`config.mk`:
```
export PLATFORM = sky130hd
export DESIGN_NAME = double_ended_queue
export DESIGN_NICKNAME = d
export VERILOG_FILES = /design/src/design/dq_pkg.sv /design/src/design/dq_ram.sv /design/src/design/dq_ctrl.sv /design/src/design/dq_datapath.sv /design/src/design/double_ended_queue.sv
export SDC_FILE = /design/constraint.sdc
export NUM_CORES = 2
export LEC_CHECK = 0
export BUFFER_PORTS_ARGS = -buffer_cell sky130_fd_sc_hd__buf_2
export CAP_MARGIN = 30
export CORE_ASPECT_RATIO = 1.5
export CORE_MARGIN = 5
export CORE_UTILIZATION = 28
export DETAILED_ROUTE_END_ITERATION = 6
export PLACE_DENSITY_LB_ADDON = 0.12
export REMOVE_ABC_BUFFERS = 1
export SYNTH_ARGS = -nofsm -noshare
export SYNTH_HDL_FRONTEND = slang
export SYNTH_SLANG_ARGS = --single-unit
```
`constraint.sdc`:
```
create_clock -name clk -period 5.38 [get_ports clk]
set_clock_uncertainty 0.05 [all_clocks]
set_input_delay 1.076 -clock clk [delete_from_list [all_inputs] [get_ports clk]]
set_output_delay 1.076 -clock clk [all_outputs]
set_load 0.05 [all_outputs]
```
`src/design/dq_pkg.sv`:
```
`timescale 1ns / 1ps
// ----------------------------------------------------------------------------
// dq_pkg
// Shared types, constants and ring pointer helpers for the double-ended queue.
// ----------------------------------------------------------------------------
package dq_pkg;

    // Store geometry
    localparam int CAPACITY  = 64;
    localparam int WORD_BITS = 32;
    localparam int PTR_W     = (CAPACITY > 1) ? $clog2(CAPACITY) : 1;
    localparam int CNT_W     = $clog2(CAPACITY + 1);

    // Fixed field widths of a transaction
    localparam int CMD_W    = 3;
    localparam int VAL_W    = 32;
    localparam int STAT_W   = 2;
    localparam int COUNT_W  = 7;
    localparam int IN_RAW_W = CMD_W + VAL_W;
    localparam int IN_W     = ((IN_RAW_W + 7) / 8) * 8;
    localparam int OUT_RAW_W = STAT_W + 3 * VAL_W + COUNT_W;
    localparam int OUT_W     = ((OUT_RAW_W + 7) / 8) * 8;

    // Output tdata bit positions
    localparam int OUT_POP_LO   = STAT_W;
    localparam int OUT_FRONT_LO = OUT_POP_LO + VAL_W;
    localparam int OUT_BACK_LO  = OUT_FRONT_LO + VAL_W;
    localparam int OUT_COUNT_LO = OUT_BACK_LO + VAL_W;

    // Command codes
    localparam logic [CMD_W-1:0] CMD_PUSH_FRONT = 3'd0;
    localparam logic [CMD_W-1:0] CMD_PUSH_BACK  = 3'd1;
    localparam logic [CMD_W-1:0] CMD_POP_FRONT  = 3'd2;
    localparam logic [CMD_W-1:0] CMD_POP_BACK   = 3'd3;
    localparam logic [CMD_W-1:0] CMD_CLEAR      = 3'd4;
    localparam logic [CMD_W-1:0] CMD_QUERY      = 3'd5;

    // Status codes
    localparam logic [STAT_W-1:0] STAT_OK    = 2'd0;
    localparam logic [STAT_W-1:0] STAT_EMPTY = 2'd1;
    localparam logic [STAT_W-1:0] STAT_FULL  = 2'd2;

    typedef logic [PTR_W-1:0]     ptr_t;
    typedef logic [CNT_W-1:0]     cnt_t;
    typedef logic [WORD_BITS-1:0] word_t;

    // Controller states
    typedef enum logic [1:0] {
        S_IDLE,
        S_EXEC,
        S_FETCH,
        S_DONE
    } ctrl_state_t;

    // Controller to datapath commands
    typedef struct packed {
        logic capture;   // latch incoming transaction
        logic exec;      // apply command to pointers, count and store
        logic fetch;     // load refilled end word from the store
        logic load_out;  // move result into output register
    } dq_cmd_t;

    // Datapath to controller status
    typedef struct packed {
        logic fetch_needed;  // a pop left words behind: refill the cached end
        logic out_free;      // output register can take a result
    } dq_stat_t;

    function automatic ptr_t ring_next(input ptr_t p);
        ring_next = (p == PTR_W'(CAPACITY - 1)) ? '0 : p + 1'b1;
    endfunction

    function automatic ptr_t ring_prev(input ptr_t p);
        ring_prev = (p == '0) ? PTR_W'(CAPACITY - 1) : p - 1'b1;
    endfunction

endpackage

```
`src/design/dq_ram.sv`:
```
`timescale 1ns / 1ps
// ----------------------------------------------------------------------------
// dq_ram
// Generic single-write, single-read RAM with registered read data.
// ----------------------------------------------------------------------------
module dq_ram #(
    parameter int WIDTH = 32,
    parameter int DEPTH = 64
) (
    input  logic                                   clk,
    input  logic                                   we,
    input  logic [((DEPTH > 1) ? $clog2(DEPTH) : 1)-1:0] waddr,
    input  logic [WIDTH-1:0]                       wdata,
    input  logic [((DEPTH > 1) ? $clog2(DEPTH) : 1)-1:0] raddr,
    output logic [WIDTH-1:0]                       rdata
);

    logic [WIDTH-1:0] mem [DEPTH];

    // Write port and registered read port
    always_ff @(posedge clk)
    begin
        if (we)
        begin
            mem[waddr] <= wdata;
        end
        rdata <= mem[raddr];
    end

endmodule

```
`src/design/dq_ctrl.sv`:
```
`timescale 1ns / 1ps
// ----------------------------------------------------------------------------
// dq_ctrl
// Command sequencer: accept, execute, optional refill read, result hand-off.
// ----------------------------------------------------------------------------
module dq_ctrl (
    input  logic             clk,
    input  logic             rst_n,
    input  logic             s_axis_tvalid,
    output logic             s_axis_tready,
    input  dq_pkg::dq_stat_t stat,
    output dq_pkg::dq_cmd_t  cmd
);
    import dq_pkg::*;

    ctrl_state_t state_reg;
    ctrl_state_t state_next;

    // State register
    always_ff @(posedge clk or negedge rst_n)
    begin
        if (!rst_n)
        begin
            state_reg <= S_IDLE;
        end
        else
        begin
            state_reg <= state_next;
        end
    end

    // Next state
    always_comb
    begin
        state_next = state_reg;
        case (state_reg)
            S_IDLE:
            begin
                if (s_axis_tvalid)
                begin
                    state_next = S_EXEC;
                end
            end
            S_EXEC:
            begin
                state_next = stat.fetch_needed ? S_FETCH : S_DONE;
            end
            S_FETCH:
            begin
                state_next = S_DONE;
            end
            S_DONE:
            begin
                if (stat.out_free)
                begin
                    state_next = S_IDLE;
                end
            end
            default:
            begin
                state_next = S_IDLE;
            end
        endcase
    end

    // Outputs
    always_comb
    begin
        s_axis_tready = 1'b0;
        cmd           = '0;
        case (state_reg)
            S_IDLE:
            begin
                s_axis_tready = 1'b1;
                cmd.capture   = s_axis_tvalid;
            end
            S_EXEC:
            begin
                cmd.exec = 1'b1;
            end
            S_FETCH:
            begin
                cmd.fetch = 1'b1;
            end
            S_DONE:
            begin
                cmd.load_out = stat.out_free;
            end
            default:
            begin
                cmd = '0;
            end
        endcase
    end

endmodule

```
`src/design/dq_datapath.sv`:
```
`timescale 1ns / 1ps
// ----------------------------------------------------------------------------
// dq_datapath
// Ring pointers, count, cached front and back words, word store and output
// register of the double-ended queue.
// ----------------------------------------------------------------------------
module dq_datapath (
    input  logic                     clk,
    input  logic                     rst_n,
    input  dq_pkg::dq_cmd_t          cmd,
    output dq_pkg::dq_stat_t         stat,
    input  logic [dq_pkg::IN_W-1:0]  in_data,
    output logic                     out_valid,
    input  logic                     out_ready,
    output logic [dq_pkg::OUT_W-1:0] out_data
);
    import dq_pkg::*;

    logic [CMD_W-1:0]  cmd_reg;
    word_t             value_reg;
    ptr_t              front_ptr_reg, front_ptr_next;
    ptr_t              back_ptr_reg,  back_ptr_next;
    cnt_t              count_reg,     count_next;
    word_t             front_word_reg, front_word_next;
    word_t             back_word_reg,  back_word_next;
    logic [STAT_W-1:0] status_reg,    status_next;
    word_t             popped_reg,    popped_next;
    logic              out_valid_reg, out_valid_next;
    logic [OUT_W-1:0]  out_data_reg,  out_data_next;

    logic  is_full, is_empty;
    logic  ram_we;
    ptr_t  ram_waddr, ram_raddr;
    word_t ram_rdata;

    assign is_full  = (count_reg == CNT_W'(CAPACITY));
    assign is_empty = (count_reg == '0);

    // Word store
    dq_ram #(
        .WIDTH (WORD_BITS),
        .DEPTH (CAPACITY)
    ) u_ram (
        .clk   (clk),
        .we    (ram_we),
        .waddr (ram_waddr),
        .wdata (value_reg),
        .raddr (ram_raddr),
        .rdata (ram_rdata)
    );

    // Store addressing: push writes at the new end, pop reads the word behind it
    always_comb
    begin
        ram_we    = 1'b0;
        ram_waddr = back_ptr_reg;
        ram_raddr = ring_next(front_ptr_reg);
        case (cmd_reg)
            CMD_PUSH_FRONT:
            begin
                ram_we    = cmd.exec && !is_full;
                ram_waddr = ring_prev(front_ptr_reg);
            end
            CMD_PUSH_BACK:
            begin
                ram_we    = cmd.exec && !is_full;
                ram_waddr = back_ptr_reg;
            end
            CMD_POP_BACK:
            begin
                ram_raddr = ring_prev(ring_prev(back_ptr_reg));
            end
            default:
            begin
                ram_we = 1'b0;
            end
        endcase
    end

    // A pop that leaves words behind refills the cached end word
    assign stat.fetch_needed = ((cmd_reg == CMD_POP_FRONT) || (cmd_reg == CMD_POP_BACK))
                               && (count_reg > CNT_W'(1));
    assign stat.out_free     = !out_valid_reg || out_ready;

    // Command execution
    always_comb
    begin
        front_ptr_next  = front_ptr_reg;
        back_ptr_next   = back_ptr_reg;
        count_next      = count_reg;
        front_word_next = front_word_reg;
        back_word_next  = back_word_reg;
        status_next     = status_reg;
        popped_next     = popped_reg;
        if (cmd.exec)
        begin
            status_next = STAT_OK;
            popped_next = '0;
            case (cmd_reg)
                CMD_PUSH_FRONT:
                begin
                    if (is_full)
                    begin
                        status_next = STAT_FULL;
                    end
                    else
                    begin
                        front_ptr_next  = ring_prev(front_ptr_reg);
                        front_word_next = value_reg;
                        if (is_empty)
                        begin
                            back_word_next = value_reg;
                        end
                        count_next = count_reg + 1'b1;
                    end
                end
                CMD_PUSH_BACK:
                begin
                    if (is_full)
                    begin
                        status_next = STAT_FULL;
                    end
                    else
                    begin
                        back_ptr_next  = ring_next(back_ptr_reg);
                        back_word_next = value_reg;
                        if (is_empty)
                        begin
                            front_word_next = value_reg;
                        end
                        count_next = count_reg + 1'b1;
                    end
                end
                CMD_POP_FRONT:
                begin
                    if (is_empty)
                    begin
                        status_next = STAT_EMPTY;
                    end
                    else
                    begin
                        popped_next    = front_word_reg;
                        front_ptr_next = ring_next(front_ptr_reg);
                        count_next     = count_reg - 1'b1;
                    end
                end
                CMD_POP_BACK:
                begin
                    if (is_empty)
                    begin
                        status_next = STAT_EMPTY;
                    end
                    else
                    begin
                        popped_next   = back_word_reg;
                        back_ptr_next = ring_prev(back_ptr_reg);
                        count_next    = count_reg - 1'b1;
                    end
                end
                CMD_CLEAR:
                begin
                    front_ptr_next = '0;
                    back_ptr_next  = '0;
                    count_next     = '0;
                end
                default:
                begin
                    status_next = STAT_OK;
                end
            endcase
        end
        else if (cmd.fetch)
        begin
            if (cmd_reg == CMD_POP_FRONT)
            begin
                front_word_next = ram_rdata;
            end
            else
            begin
                back_word_next = ram_rdata;
            end
        end
    end

    // Result packing; an empty queue shows zero end words
    always_comb
    begin
        out_data_next = out_data_reg;
        out_valid_next = out_valid_reg && !out_ready;
        if (cmd.load_out)
        begin
            out_valid_next = 1'b1;
            out_data_next  = '0;
            out_data_next[STAT_W-1:0] = status_reg;
            out_data_next[OUT_POP_LO +: VAL_W] = VAL_W'(popped_reg);
            out_data_next[OUT_FRONT_LO +: VAL_W] =
                is_empty ? '0 : VAL_W'(front_word_reg);
            out_data_next[OUT_BACK_LO +: VAL_W] =
                is_empty ? '0 : VAL_W'(back_word_reg);
            out_data_next[OUT_COUNT_LO +: COUNT_W] = COUNT_W'(count_reg);
        end
    end

    // Control state
    always_ff @(posedge clk or negedge rst_n)
    begin
        if (!rst_n)
        begin
            front_ptr_reg <= '0;
            back_ptr_reg  <= '0;
            count_reg     <= '0;
            out_valid_reg <= 1'b0;
        end
        else
        begin
            front_ptr_reg <= front_ptr_next;
            back_ptr_reg  <= back_ptr_next;
            count_reg     <= count_next;
            out_valid_reg <= out_valid_next;
        end
    end

    // Payload registers
    always_ff @(posedge clk)
    begin
        if (cmd.capture)
        begin
            cmd_reg   <= in_data[CMD_W-1:0];
            value_reg <= WORD_BITS'(in_data[CMD_W +: VAL_W]);
        end
        front_word_reg <= front_word_next;
        back_word_reg  <= back_word_next;
        status_reg     <= status_next;
        popped_reg     <= popped_next;
        out_data_reg   <= out_data_next;
    end

    assign out_valid = out_valid_reg;
    assign out_data  = out_data_reg;

endmodule

```
`src/design/double_ended_queue.sv`:
```
`timescale 1ns / 1ps
// ----------------------------------------------------------------------------
// double_ended_queue
// Double-ended queue of words in a ring store with cached front/back words.
// ----------------------------------------------------------------------------
// Sequence: a command is accepted, executed, then moved to the output register;
//   a pop that leaves words behind adds a registered store read that refills the cached end.
// The sequencer takes a new command only once the previous one is in the
//   output register.
// Reset: rst_n asynchronous, active low; clears pointers, count and the
//   output valid; store contents are left undefined and are never read.
// ----------------------------------------------------------------------------
module double_ended_queue (
    input  logic                     clk,
    input  logic                     rst_n,
    input  logic                     s_axis_tvalid,
    output logic                     s_axis_tready,
    // [2:0] command, [34:3] push_value, [39:35] zero
    input  logic [dq_pkg::IN_W-1:0]  s_axis_tdata,
    output logic                     m_axis_tvalid,
    input  logic                     m_axis_tready,
    // [1:0] status, [33:2] popped_value, [65:34] front_value,
    // [97:66] back_value, [104:98] entry_count, [111:105] zero
    output logic [dq_pkg::OUT_W-1:0] m_axis_tdata
);
    import dq_pkg::*;

    dq_cmd_t  cmd;
    dq_stat_t stat;

    dq_ctrl u_ctrl (
        .clk           (clk),
        .rst_n         (rst_n),
        .s_axis_tvalid (s_axis_tvalid),
        .s_axis_tready (s_axis_tready),
        .stat          (stat),
        .cmd           (cmd)
    );

    dq_datapath u_datapath (
        .clk       (clk),
        .rst_n     (rst_n),
        .cmd       (cmd),
        .stat      (stat),
        .in_data   (s_axis_tdata),
        .out_valid (m_axis_tvalid),
        .out_ready (m_axis_tready),
        .out_data  (m_axis_tdata)
    );

    // Assertions
    logic [STAT_W-1:0]  out_status;
    logic [COUNT_W-1:0] out_count;
    assign out_status = m_axis_tdata[STAT_W-1:0];
    assign out_count  = m_axis_tdata[OUT_COUNT_LO +: COUNT_W];

    // One command at a time: no acceptance right after an acceptance
    a_one_at_a_time: assert property (@(posedge clk) disable iff (!rst_n)
        (s_axis_tvalid && s_axis_tready) |=> !s_axis_tready)
        else $error("command accepted while another is in flight");

    // Count never exceeds the store depth
    a_count_bound: assert property (@(posedge clk) disable iff (!rst_n)
        m_axis_tvalid |-> (out_count <= COUNT_W'(CAPACITY)))
        else $error("entry count above capacity");

    // Refused commands return no popped word
    a_no_pop_on_error: assert property (@(posedge clk) disable iff (!rst_n)
        (m_axis_tvalid && (out_status != STAT_OK))
        |-> (m_axis_tdata[OUT_POP_LO +: VAL_W] == '0))
        else $error("popped word on refused command");

    // Empty queue shows zero end words
    a_empty_ends: assert property (@(posedge clk) disable iff (!rst_n)
        (m_axis_tvalid && (out_count == '0))
        |-> ((m_axis_tdata[OUT_FRONT_LO +: VAL_W] == '0)
             && (m_axis_tdata[OUT_BACK_LO +: VAL_W] == '0)))
        else $error("nonzero end word on empty queue");

    // A push is refused only when the queue is full
    a_full_status_count: assert property (@(posedge clk) disable iff (!rst_n)
        (m_axis_tvalid && (out_status == STAT_FULL))
        |-> (out_count == COUNT_W'(CAPACITY)))
        else $error("full status with room left");

endmodule
```
# --- After elaboration in Yosys (flattened, before gate mapping) ---
# Memories as Yosys holds them, arrays and structs flattened. A register that Yosys moved wholly into a read port is not among the register bits.
# Cells that the tools add are included.
# W data, S select, Z words.
totals:
  input_bits: 44
  out_inout_bits: 114
  wordCells: 118
  mem_bits_rw: 2048
  register_bits: 260
  mem_count: 1
memory_table:
  columns: ["memory", "words", "width", "read_ports", "rd_ports_with_merged_regs", "wr", "line_no", "source"]
  rows:
  - ["u_datapath.u_ram.mem", 64, 32, 1, 1, 1, "dq_ram.sv:18", "logic [WIDTH-1:0] mem [DEPTH];"]
classes:
  n_eq_ne: 24
  n_reduce_logical: 27
  addsub: 7
  n_lt_le_gt_ge: 1
  muxes: 46
ops:
  columns: ["operator", "n"]
  rows:
  - ["$mux W32", 11]
  - ["$pmux W32 S2", 3]
  - ["$mux W6", 11]
  - ["$pmux W6 S3", 2]
  - ["$pmux W7 S3", 1]
  - ["$logic_not A6 Y1", 3]
  - ["$sub A6 B1 Y6 const B", 3]
  - ["$ne A3 B3 Y1 const B", 5]
  - ["$mux W7", 2]
  - ["$ne A2 B2 Y1 const B", 7]
  - ["$add A6 B1 Y6 const B", 2]
  - ["$eq A6 B6 Y1 const B", 2]
  - ["$reduce_and A4 Y1", 3]
  - ["$reduce_and A6 Y1", 2]
  - ["$mux W1", 11]
  - ["$reduce_bool A3 Y1", 3]
  - ["$pmux W2 S4", 1]
  - ["$add A7 B1 Y7 const B", 1]
  - ["$eq A7 B7 Y1 const B", 1]
  - ["$gt A7 B1 Y1 const B", 1]
  - ["$logic_not A7 Y1", 1]
  - ["$sub A7 B1 Y7 const B", 1]
  - ["$eq A3 B2 Y1 const B", 2]
  - ["$mux W2", 3]
  - ["14 further kinds", 23]

# --- Longest topological paths before layout ---
logic_depth:
  depth_word: 6
  mapped_depth: 14
  depth_no_buf: 10

# --- By module ---
# Synthesis repeated with hierarchy kept, for this count alone.
unflattened:
  hier_cells: 4064
  area_unflattened_um2: 89402.0
modules_own_cells:
  columns: ["mod", "seq_area_each_um2", "area_per_inst_um2", "instances", "cells_per_inst"]
  rows:
  - ["dq_ram", 62139.6, 78515.3, 1, 3324]
  - ["dq_datapath", 7647.3, 10701.5, 1, 722]
  - ["dq_ctrl", 50.0, 185.2, 1, 18]

# --- Worst setup path after synthesis ---
# No wires, ideal clock.
synth_path:
  path_kind: "flip-flop to flip-flop"
  startpoint: "reg u_ctrl.state_reg[1]"
  endpoint: "reg u_datapath.back_word_reg[0], enable pin"
  arrival_time_ps: 4861
  setup_slack_ps: -11
  n_path_buf: 3
  setup_time_ps: 480
  required_ps: 4850
  synth_period_minus_slack_ps: 5391
  path_stages_with_launch: 8
  path_cell_list: "dfrtp_1 -> inv_1 -> ha_1 -> clkbuf_1 -> buf_1 -> clkbuf_1 -> nor2_1 -> a311oi_1"
synth_between:
  elab_chain_cells: 4
  elab_cells_between_ends: 11
  cone_classes: "7 x eq/ne; 2 x mux; 2 x reduce/logical"
synth_lines:
  columns: ["item", "line_no", "source"]
  rows:
  - ["from (decl)", "dq_ctrl.sv:16", "ctrl_state_t state_reg;"]
  - ["from (signal assigned)", "dq_ctrl.sv:28", "state_reg <= state_next;"]
  - ["$eq A2 B1 Y1 or $eq A2 B2 Y1 (tied branches)", "dq_ctrl.sv:71", "case (state_reg)"]
  - ["$mux W1", "dq_ctrl.sv:71", null]
  - ["$ne A3 B3 Y1 (no line), or another cell as far along", null, null]
  - ["$reduce_and A6 Y1 (no line) (*)", null, null]
  - ["to (signal assigned)", "dq_datapath.sv:232", "back_word_reg <= back_word_next;"]
  - ["to (decl)", "dq_datapath.sv:25", "word_t back_word_reg, back_word_next;"]
# Mark *: on every way between the ends. The rest lies on a longest branch, timed or not.
# A chain may end at the register's enable or synchronous reset.

# --- Final worst setup path ---
layout_path:
  startpoint: "reg u_datapath.back_ptr_reg[1]"
  endpoint: "reg u_datapath.u_ram.rdata[18], read port of u_datapath.u_ram.mem"
layout_between:
  elab_chain_cells: 5
  elab_cells_between_ends: 7
  cone_classes: "2 x add/sub; 3 x mux; 2 x reduce/logical"
layout_lines:
  columns: ["item", "line_no", "source"]
  rows:
  - ["from (decl)", "dq_datapath.sv:22", "ptr_t back_ptr_reg, back_ptr_next;"]
  - ["from (signal assigned)", "dq_datapath.sv:217", "back_ptr_reg <= back_ptr_next;"]
  - ["$sub A6 B1 Y6 or $logic_not A6 Y1 (tied branches)", "dq_pkg.sv:74", "ring_prev = (p == '0) ? PTR_W'(CAPACITY - 1) : p - 1'b1;"]
  - ["$mux W6 (*)", "dq_pkg.sv:74", null]
  - ["$sub A6 B1 Y6 or $logic_not A6 Y1 (tied branches)", "dq_pkg.sv:74", null]
  - ["$mux W6 (*)", "dq_pkg.sv:74", null]
  - ["$mux W6 (*)", "dq_datapath.sv:58", "case (cmd_reg)"]
  - ["to (decl)", "dq_ram.sv:15", "output logic [WIDTH-1:0] rdata"]
# Marked as above.

==> flow_summary_export.csv <==
group,metric,value,unit
floorplan,start_util,28.1,%
worst_setup_path,path_class,"flop to flop",
clock_network,clk_latency,900,ps
finish,layout.cells.non_filler,9148,
drt,wl_met3,10.5,mm
finish,multi_input_area,20000,µm²
finish,largest_register_ffs,2048,
synth,synth_seq_cells,2340,
power,p_per_area,556,nW/µm²
finish,layout.cells.most_common,"edfxtp_1",
drt,vias_per_cell,4.74,
worst_setup_path,cp_data_arrival_time,5100,ps
timing,fin_crit,4460,ps
finish,fillers,30800,
synth,synth_edf_count,2286,
floorplan,die_height,709,µm
clock_network,clock_sinks,2340,
synth,synthFlopType,"edfxtp_1",
drt,dr_total_vias,43300,
power,peakVddDrop,0.556,mV
timing,holdWs,149,ps
clock_network,ctsHoldBuffers,0,
finish,regArea,69800,µm²
synth,avgSynthCellArea,21.0,µm²
drt,routed_wl,252,mm
drt,highest_layer,"met5",
synth,netlist_instances,4342,
drt,wire_per_inst,27.6,µm
finish,final_core_util,32.8,%
clock_network,clk_pin_slew,70,ps
place,dpl.hpwl,158,mm
clock_network,cts_tree,"yes",
floorplan,coreArea,324000,µm²
clock_network,cts-root-buf,"clkbuf_16",
floorplan,std_cell_rows,256,
drt,wl_met2,131,mm
synth,yosysSeqAreaShare,76.5,%
worst_setup_path,cp-start-kind,"flop",
worst_setup_path,cp_max_fo,27,
power,p_sw,20.1,mW
power,p_comb_share,35.1,%
timing,setup_viol,0,
timing,hold_viol_final,0,
synth,netlist_area,91300,µm²
place,dp_cells,8705,
global_routing,grt_pass1_vias,46800,
power,switching_share,33.9,%
worst_setup_path,crit_start,"u_datapath.back_ptr_reg[1]",
timing,max_slew_margin,32.4,%
floorplan,dieArea,338000,µm²
drt,drt-met1-wl,103,mm
power,clkPwrFrac,27.2,%
place,gp_congestion,0.753,
synth,ys_warn_count,0,
global_routing,grt_max_degree,102,
timing,worst_slew_pin_slew,1010,ps
global_routing,grt_overflow,0,
drt,firstDrtPassIters,5,
place,dpl_cell_area,99000,µm²
drt,drt_iter0_drc,2858,
power,power_leakage,32.9,nW
drt,route.detailed.drc,0,
worst_setup_path,reg2reg_depth,12,
worst_setup_path,cp.required,6030,ps
floorplan,io_pins,158,
finish,num-nets-final,4748,
outcome,status,"complete, no violations",
clock_network,numCtsBuffers,236,
finish,final_cell_mix,"2286 x edfxtp_1, 512 x mux4_2, 387 x o211ai_1, 238 x clkbuf_16, 172 x buf_4",
global_routing,grt_first_pass_wirelength,361,mm
clock_network,cts_buffer_depth,4,
global_routing,track_usage,14.7,%
finish,drive_gt1_share,30.2,%
clock_network,htree_levels,4,
floorplan,die_x,476,µm
finish,area_growth,16.7,%
timing,final.period_utilization,82.8,%
clock_network,postCtsSetupBuffers,0,
worst_setup_path,r2r-end,"u_datapath.u_ram.rdata[18]",
job,maxCapViolations,0,
power,internal-power,39.1,mW
synth,ys_types,65,
drt,drtAntennaViolNets,0,
place,numPortBuffers,145,
worst_setup_path,critPathCaptureType,"flop",
worst_setup_path,r2r-start,"u_datapath.back_ptr_reg[1]",
timing,maxSlewViolCount,0,
global_routing,antenna_found_initial,7,
timing,fmax,0.224,GHz
clock_network,cts-resized-gates,0,
worst_setup_path,rrSetupSlack,920,ps
power,p_seq_share,37.7,%
worst_hold_path,min_path_type,"input port to asynchronous set/reset pin",
timing,rsz0062_at_grt,"no",
finish,stdcell_area,106000,µm²
synth,postSynth.asyncResetShare,0.940,%
==> how the worst max path moves through the flow <==
stage                            endpoint  slack [ps]  cells after the start
6_report       u_datapath.u_ram.rdata[18]         920                     12
5_1_grt         u_datapath.u_ram.rdata[6]         620                     13
4_1_cts         u_datapath.u_ram.rdata[6]         900                     13
3_5_place_dp   u_datapath.u_ram.rdata[20]         940                     12
3_3_place_gp    u_datapath.u_ram.rdata[6]         880                     13
2_1_floorplan   u_datapath.u_ram.rdata[0]      -47690                      7
==> power groups by stage <==
stage	logic, mW	clock network (mW)	registers [mW]
detailed placement	21.4	0	22.7
floorplan	9.77	0	23.9
global placement	21.3	0	22.7
finish	20.7	16.1	22.3
CTS	21.4	16.7	22.3
global route	22.4	17.4	22.4
==> through the flow <==
step	setup slack [ps]	setup TNS, ps	power (mW)
floorplan	-47690	-1527580	33.6
global placement	881	0	44.0
detailed placement	942	0	44.1
CTS	896	0	60.5
global route	621	0	62.2
finish	924	0	59.2
==> per-layer routing <==
metal | global-route usage (%) | vias up
met5 | 0 | -
met2 | 26.7 | 863
li1 | - | 18800
met4 | 4.08 | 4
met3 | 2.36 | 332
met1 | 18.0 | 23400
==> logic make-up (layout without fill, tap and decap cells) <==
logic type,after synthesis,in the layout,share of synthesized area [%]
other,1,13,0.00411
AOI/OAI and AO/OA,512,512,4.11
adders and majority gates,14,14,0.192
muxes,705,705,15.0
and+or+nand+nor,339,339,1.87
buffers and inverters,424,961,2.26
DFF,2340,2340,76.5
xor gates and xnor gates,7,7,0.0672
==> critical path, stage by stage (launching register included) <==
cell      delay, ps
dfrtp_1         480
inv_1           240
ha_1            260
nor2b_1         300
nand2_1         220
a32oi_4         300
buf_12          240
buf_12          290
buf_12          290
mux4_2          540
mux2_2          270
o211ai_1        480
nand4_1         190
==> final cells by class <==
cell class / count / area share [%]
diodes: 6 / 0.0141
clock buffers: 300 / 5.87
clock inverters: 133 / 1.08
inverters: 145 / 0.511
multi-input cells: 1584 / 18.8
flip-flops and latches: 2340 / 65.6
well taps: 4257 / 5.00
repair buffers: 383 / 3.16
==> Yosys cell counts (all sizes together), types with 14 or more instances <==
library cell / number / share of area [%]
nor3: 14 / 0.10
nand2: 43 / 0.18
dfxtp: 32 / 0.70
ha: 14 / 0.19
nor2: 137 / 0.56
nand4: 33 / 0.24
buf: 187 / 1.3
dfrtp: 22 / 0.60
a21oi: 26 / 0.14
inv: 145 / 0.60
clkbuf: 92 / 0.38
mux2i: 32 / 0.35
o211ai: 387 / 3.2
mux2: 161 / 2.0
and2: 66 / 0.45
edfxtp: 2286 / 75
mux4: 512 / 13
o21ai: 26 / 0.14
No activity file was read; power rests on OpenSTA's default activity.
